File: src/hw/rtl/sim_fifo.sv
`timescale 1ns / 1ps
// ----------------------------------------------------------------------------
// sim_fifo
// Small synchronous queue used on both sides of the sorter.
// ----------------------------------------------------------------------------
module sim_fifo #(
  parameter int WIDTH = 72,
  parameter int DEPTH = 2
) (
  input  logic             clk,
  input  logic             rst,
  input  logic             wr_en,
  input  logic [WIDTH-1:0] wr_data,
  output logic             full,
  input  logic             rd_en,
  output logic [WIDTH-1:0] rd_data,
  output logic             empty
);

  localparam int PW = (DEPTH > 1) ? $clog2(DEPTH) : 1;
  localparam int CW = $clog2(DEPTH + 1);

  logic [WIDTH-1:0] mem [DEPTH];
  logic [PW-1:0]    wr_ptr;
  logic [PW-1:0]    rd_ptr;
  logic [CW-1:0]    cnt;
  logic             do_wr;
  logic             do_rd;

  assign full    = (cnt == CW'(DEPTH));
  assign empty   = (cnt == '0);
  assign do_wr   = wr_en && !full;
  assign do_rd   = rd_en && !empty;
  assign rd_data = mem[rd_ptr];

  always_ff @(posedge clk) begin
    if (do_wr) begin
      mem[wr_ptr] <= wr_data;
    end
  end

  always_ff @(posedge clk) begin
    if (rst) begin
      wr_ptr <= '0;
      rd_ptr <= '0;
      cnt    <= '0;
    end else begin
      if (do_wr) begin
        wr_ptr <= (wr_ptr == PW'(DEPTH - 1)) ? '0 : wr_ptr + 1'b1;
      end
      if (do_rd) begin
        rd_ptr <= (rd_ptr == PW'(DEPTH - 1)) ? '0 : rd_ptr + 1'b1;
      end
      if (do_wr && !do_rd) begin
        cnt <= cnt + 1'b1;
      end else if (do_rd && !do_wr) begin
        cnt <= cnt - 1'b1;
      end
    end
  end

endmodule

File: config.mk
export PLATFORM = sky130hd
export DESIGN_NAME = sim_fifo
export DESIGN_NICKNAME = d
export VERILOG_FILES = /design/src/hw/rtl/sim_fifo.sv
export SDC_FILE = /design/constraint.sdc
export NUM_CORES = 1
export LEC_CHECK = 0
export ABC_CLOCK_PERIOD_IN_PS = 2600
export BUFFER_PORTS_ARGS = -buffer_cell sky130_fd_sc_hd__buf_4
export CORE_AREA = 2 2 84 147
export CTS_CLUSTER_DIAMETER = 40
export DETAILED_ROUTE_END_ITERATION = 8
export DIE_AREA = 0 0 86 149
export PLACE_DENSITY = 0.75
export SYNTH_ARGS = -nofsm -noshare
export SYNTH_HDL_FRONTEND = slang
export SYNTH_SLANG_ARGS = --single-unit
File: constraint.sdc
create_clock -name clk -period 2.6 [get_ports clk]
set_input_delay 0.26 -clock clk [delete_from_list [all_inputs] [get_ports clk]]
set_output_delay 0.26 -clock clk [all_outputs]
set_load 0.01 [all_outputs]
Word level (Yosys, flattened, before mapping)
Memories as Yosys holds them, arrays and structs flattened. A register that Yosys moved wholly into a read port is not among the register bits.
Cells that the tools add are included.
{"block": "word_totals", "mem_count": 1, "in_bits": 76, "ramBits": 144, "reg_bits": 4, "elab_cells": 27}
{"name": "mem", "words": 2, "word_bits": 72, "read_ports": 1, "rd_ports_with_merged_regs": 1, "wr": 1, "line_no": "23", "text": "logic [WIDTH-1:0] mem [DEPTH];"}
{"block": "op_classes", "eq_ne": 1, "mux": 8, "add_sub_neg": 4, "n_reduce_logical": 10}
{"cell": "$mux 1", "count": 6}
{"cell": "$logic_and 1x1->1", "count": 4}
{"cell": "$logic_not 1->1", "count": 4}
{"cell": "$mux 2", "count": 2}
{"cell": "$add 1x1->1 const B", "count": 2}
{"cell": "$add 2x1->2 const B", "count": 1}
{"cell": "$eq 2x2->1 const B", "count": 1}
{"cell": "$logic_not 2->1", "count": 1}
{"cell": "$reduce_bool 2->1", "count": 1}
{"cell": "$sub 2x1->2 const B", "count": 1}

Logic depth before layout (Yosys ltp)
{"block": "logic_depth", "ltp_word": 7, "ltp_mapped": 6, "depth_no_buf": 6}

Worst setup path after synthesis
No wires, ideal clock.
{"block": "synth_path", "kind": "register -> register", "start": "register cnt[1]", "end": "memory mem[1][0] (enable)", "stages_incl_launch_ff": 4, "setup_slack_ps": -163, "t_arrival_ps": 2325, "n_path_buf": 0, "setup_time_ps": 438, "cell_sequence": "dfxtp_1 -> nor2b_2 -> nor2_1 -> and2_1"}
{"block": "synth_via", "elab_chain_len": 5}
{"item": "start, declared", "line_no": "26", "text": "logic [CW-1:0] cnt;"}
{"item": "start signal, assigned", "line_no": "55", "text": "cnt <= cnt + 1'b1;"}
{"item": "start signal, assigned", "line_no": "57", "text": "cnt <= cnt - 1'b1;"}
{"item": "$eq 2x2->1", "line_no": "30", "text": "assign full = (cnt == CW'(DEPTH));"}
{"item": "net full", "line_no": "14", "text": "output logic full,"}
{"item": "$logic_not 1->1", "line_no": "32", "text": "assign do_wr = wr_en && !full;"}
{"item": "$logic_and 1x1->1", "line_no": "32"}
{"item": "net do_wr", "line_no": "27", "text": "logic do_wr;"}
{"item": "$mux 1", "line_no": "37", "text": "if (do_wr) begin"}
{"item": "$mux 1 (implied by the code)", "line_no": "38", "text": "mem[wr_ptr] <= wr_data;"}
{"item": "end, declared", "line_no": "23"}
The timed path passes the listed nets, and every way through them passes these cells.

==> metrics.txt <==
Crit. path cell count=3; DRT Pass-1 Iters=6; hold_buf cts=0; final RePlAce weighted congestion=0.746; Total Routed Length=10300 um; fillers=roughly 900; CTS Buf Count=17; Clock transition at path regs=0.06 ns; Synth warnings=0; IO Pins=150; DRC=0; Seq/Total Area, Yosys=82.0%; syn avg cell area=21.7 sq um; Crit. End Element=output port; Die Ht=149 um; Final Util=61.8%; Syn Inst Count=249; Die Area=0.0128 sq mm; fraction of layout instances using a drive strength above 1=roughly three fifths; H-tree depth=4; largest net degree at the start of global routing=73; R2R Setup Slk=0.78 ns; first-pass GRT wire length=between 10000 and 15000 um; Fin. Hold Viols=0; Pwr Density=992 mW/mm^2; area occupied by multi-input gates=923 sq um; Slew Viols, Final=0; Register-to-Register Path Depth=4; achievable frequency=488 MHz; CTS tree=yes; min cycle time layout=2.05 ns; CTS root buf=clkbuf_16; drt first-iter violations=129; Slowest cell on crit path=dfxtp_4; RSZ-0062 raised after global routing=no; post-route ant nets=0; CP bufs+invs=2; WL per Instance=between 15 and 20 um; GRT Total Usage=15.9%; CP max stage delay=0.55 ns; synthesized area=0.00539 sq mm; Core ar.=0.0117 sq mm; commonest non-fill, non-tap cell in the layout=buf_4; Worst Skew=0.0127 ns; Final nets=490; Max clock buf depth=2; count of different cell masters after synthesis=13; Yosys reg bits=about 150; Die X=86 um; CP Class=reg2out; worst slew pin tran=between 0.4 and 0.5 ns; P&R area growth vs syn=34.6%; initial antenna violation count=0; Port Buf Inserts=about 150; total gr overflow=0; Starting Density=45.9%; reg2reg end=mem[1][7]; Ant. Diodes=0; vias in the first global route=3000; crit-path cells=buf_4 -> mux2_2 -> buf_4; reg2reg start=cnt[0]; commonest non-fill, non-tap cells in the layout=150 x buf_4, 144 x edfxtp_1, 72 x mux2_2; CP Data Arrival Time=1.79 ns; Critical Path End=rd_data[59]; Worst setup SP type=flop; status=completed; Setup TNS Final=0 ns; Worst slew margin=between 60% and 70%; via count=2844; Sink Count=149; Sequential Area=0.00443 sq mm; FP Rows=53; largest fanout on the critical path=23; Syn Nets=326; CP top delay family=flip-flops; Post-CTS Setup Inserts=0; leakage power=0.00271 uW; Worst Path Required=2.34 ns; # resized after CTS=0; Worst path most repeated cell=buf_4; Peak supply drop=just under 1000 uV; Max Cap Viol=0; final setup fails=0; Clock Latency Late Sink=0.41 ns; fin crit share=78.9%; Hold Path Class=in2reg; placed wire-length estimate=between 6000 and 7000 um; via/cell ratio=~5.1
-- cell families (layout without fill, tap and decap cells) --
kind of cell             Yosys count  count (layout)  synth area share, %
flip-flops                       149             149                 82.0
multiplexers                      72              72                 15.0
buffers and inverters             10             187                0.882
AND/OR/NAND/NOR                    9               9                0.859
AO/OA/AOI/OAI                      5               5                0.464
XOR/XNOR                           3               3                0.487
adder cells (fa/ha/maj)            1               1                0.232
-- layout make-up --
cell class	count	share of cell area (%)
inverter	2	0.155
multi-input combinational	90	12.7
clock inverter	14	1.50
sequential	149	61.0
timing repair buffer	153	16.3
tap	137	2.36
clock buffer	18	5.91
-- synth_stat cells --
cell | n | area (sq um)
xor2_1 | 3 | 26.3
ha_1 | 1 | 12.5
nor2b_2 | 1 | 8.76
mux2_2 | 72 | 811
inv_1 | 2 | 7.51
o21ai_0 | 3 | 15.0
edfxtp_1 | 144 | 4320
dfxtp_1 | 5 | 100
or3_1 | 2 | 12.5
a21oi_1 | 2 | 10.0
and2_1 | 1 | 6.26
nor2_1 | 5 | 18.8
buf_2 | 8 | 40.0
-- sequential cells by signal, summed over array words and instances, names as in the netlist, named ones only --
register / cells
mem: 144
cnt: 2
rd_ptr: 1
wr_ptr: 1
-- routing by layer --
metal  share of wire, %  global-route usage, %
met1                 35                   16.0
met2                 56                   28.3
met3                5.6                   5.31
met4                3.5                   8.65
met5                  0                      0
-- report_power, final --
group	switching, uW	internal [uW]
registers	130	3020
clock network	899	1300
logic	859	989
-- worst min-delay path by stage --
| stage | startpoint | to | slack, ns | cells past startpoint |
|---|---|---|---|---|
| after detailed placement | wr_data[64] | mem[1][64] | 0.45 | 1 |
| after floorplan | rst | cnt[1] | 0.33 | 1 |
| after global routing | wr_data[20] | mem[0][20] | 0.01 | 1 |
| final | wr_data[52] | mem[1][52] | 0.03 | 1 |
| after CTS | wr_data[33] | mem[0][33] | 0.01 | 1 |
| after global placement | wr_data[6] | mem[0][6] | 0.45 | 1 |
-- through the flow --
| stage | setup slack [ns] | hold WS, ns | cell area [sq um] | std cells | power (uW) |
|---|---|---|---|---|---|
| CTS | 0.497 | 0.0145 | 7260 | 563 | 7290 |
| detailed placement | 0.808 | 0.448 | 6720 | 531 | 5080 |
| global route | 0.449 | 0.0123 | 7260 | 563 | 7500 |
| floorplan | 0.404 | 0.329 | 5400 | 249 | 4150 |
| global placement | 0.860 | 0.445 | 6720 | 531 | 5020 |
| finish | 0.549 | 0.0332 | 7260 | 563 | 7200 |
-- worst register-to-register path, cell delays in order, from the launching register on --
cell     delay, ns
dfxtp_1       0.43
nor2b_2       0.09
nor2_1        0.15
and2_4        0.49
buf_12        0.32
Note: power is estimated with default switching activity, not from simulation.
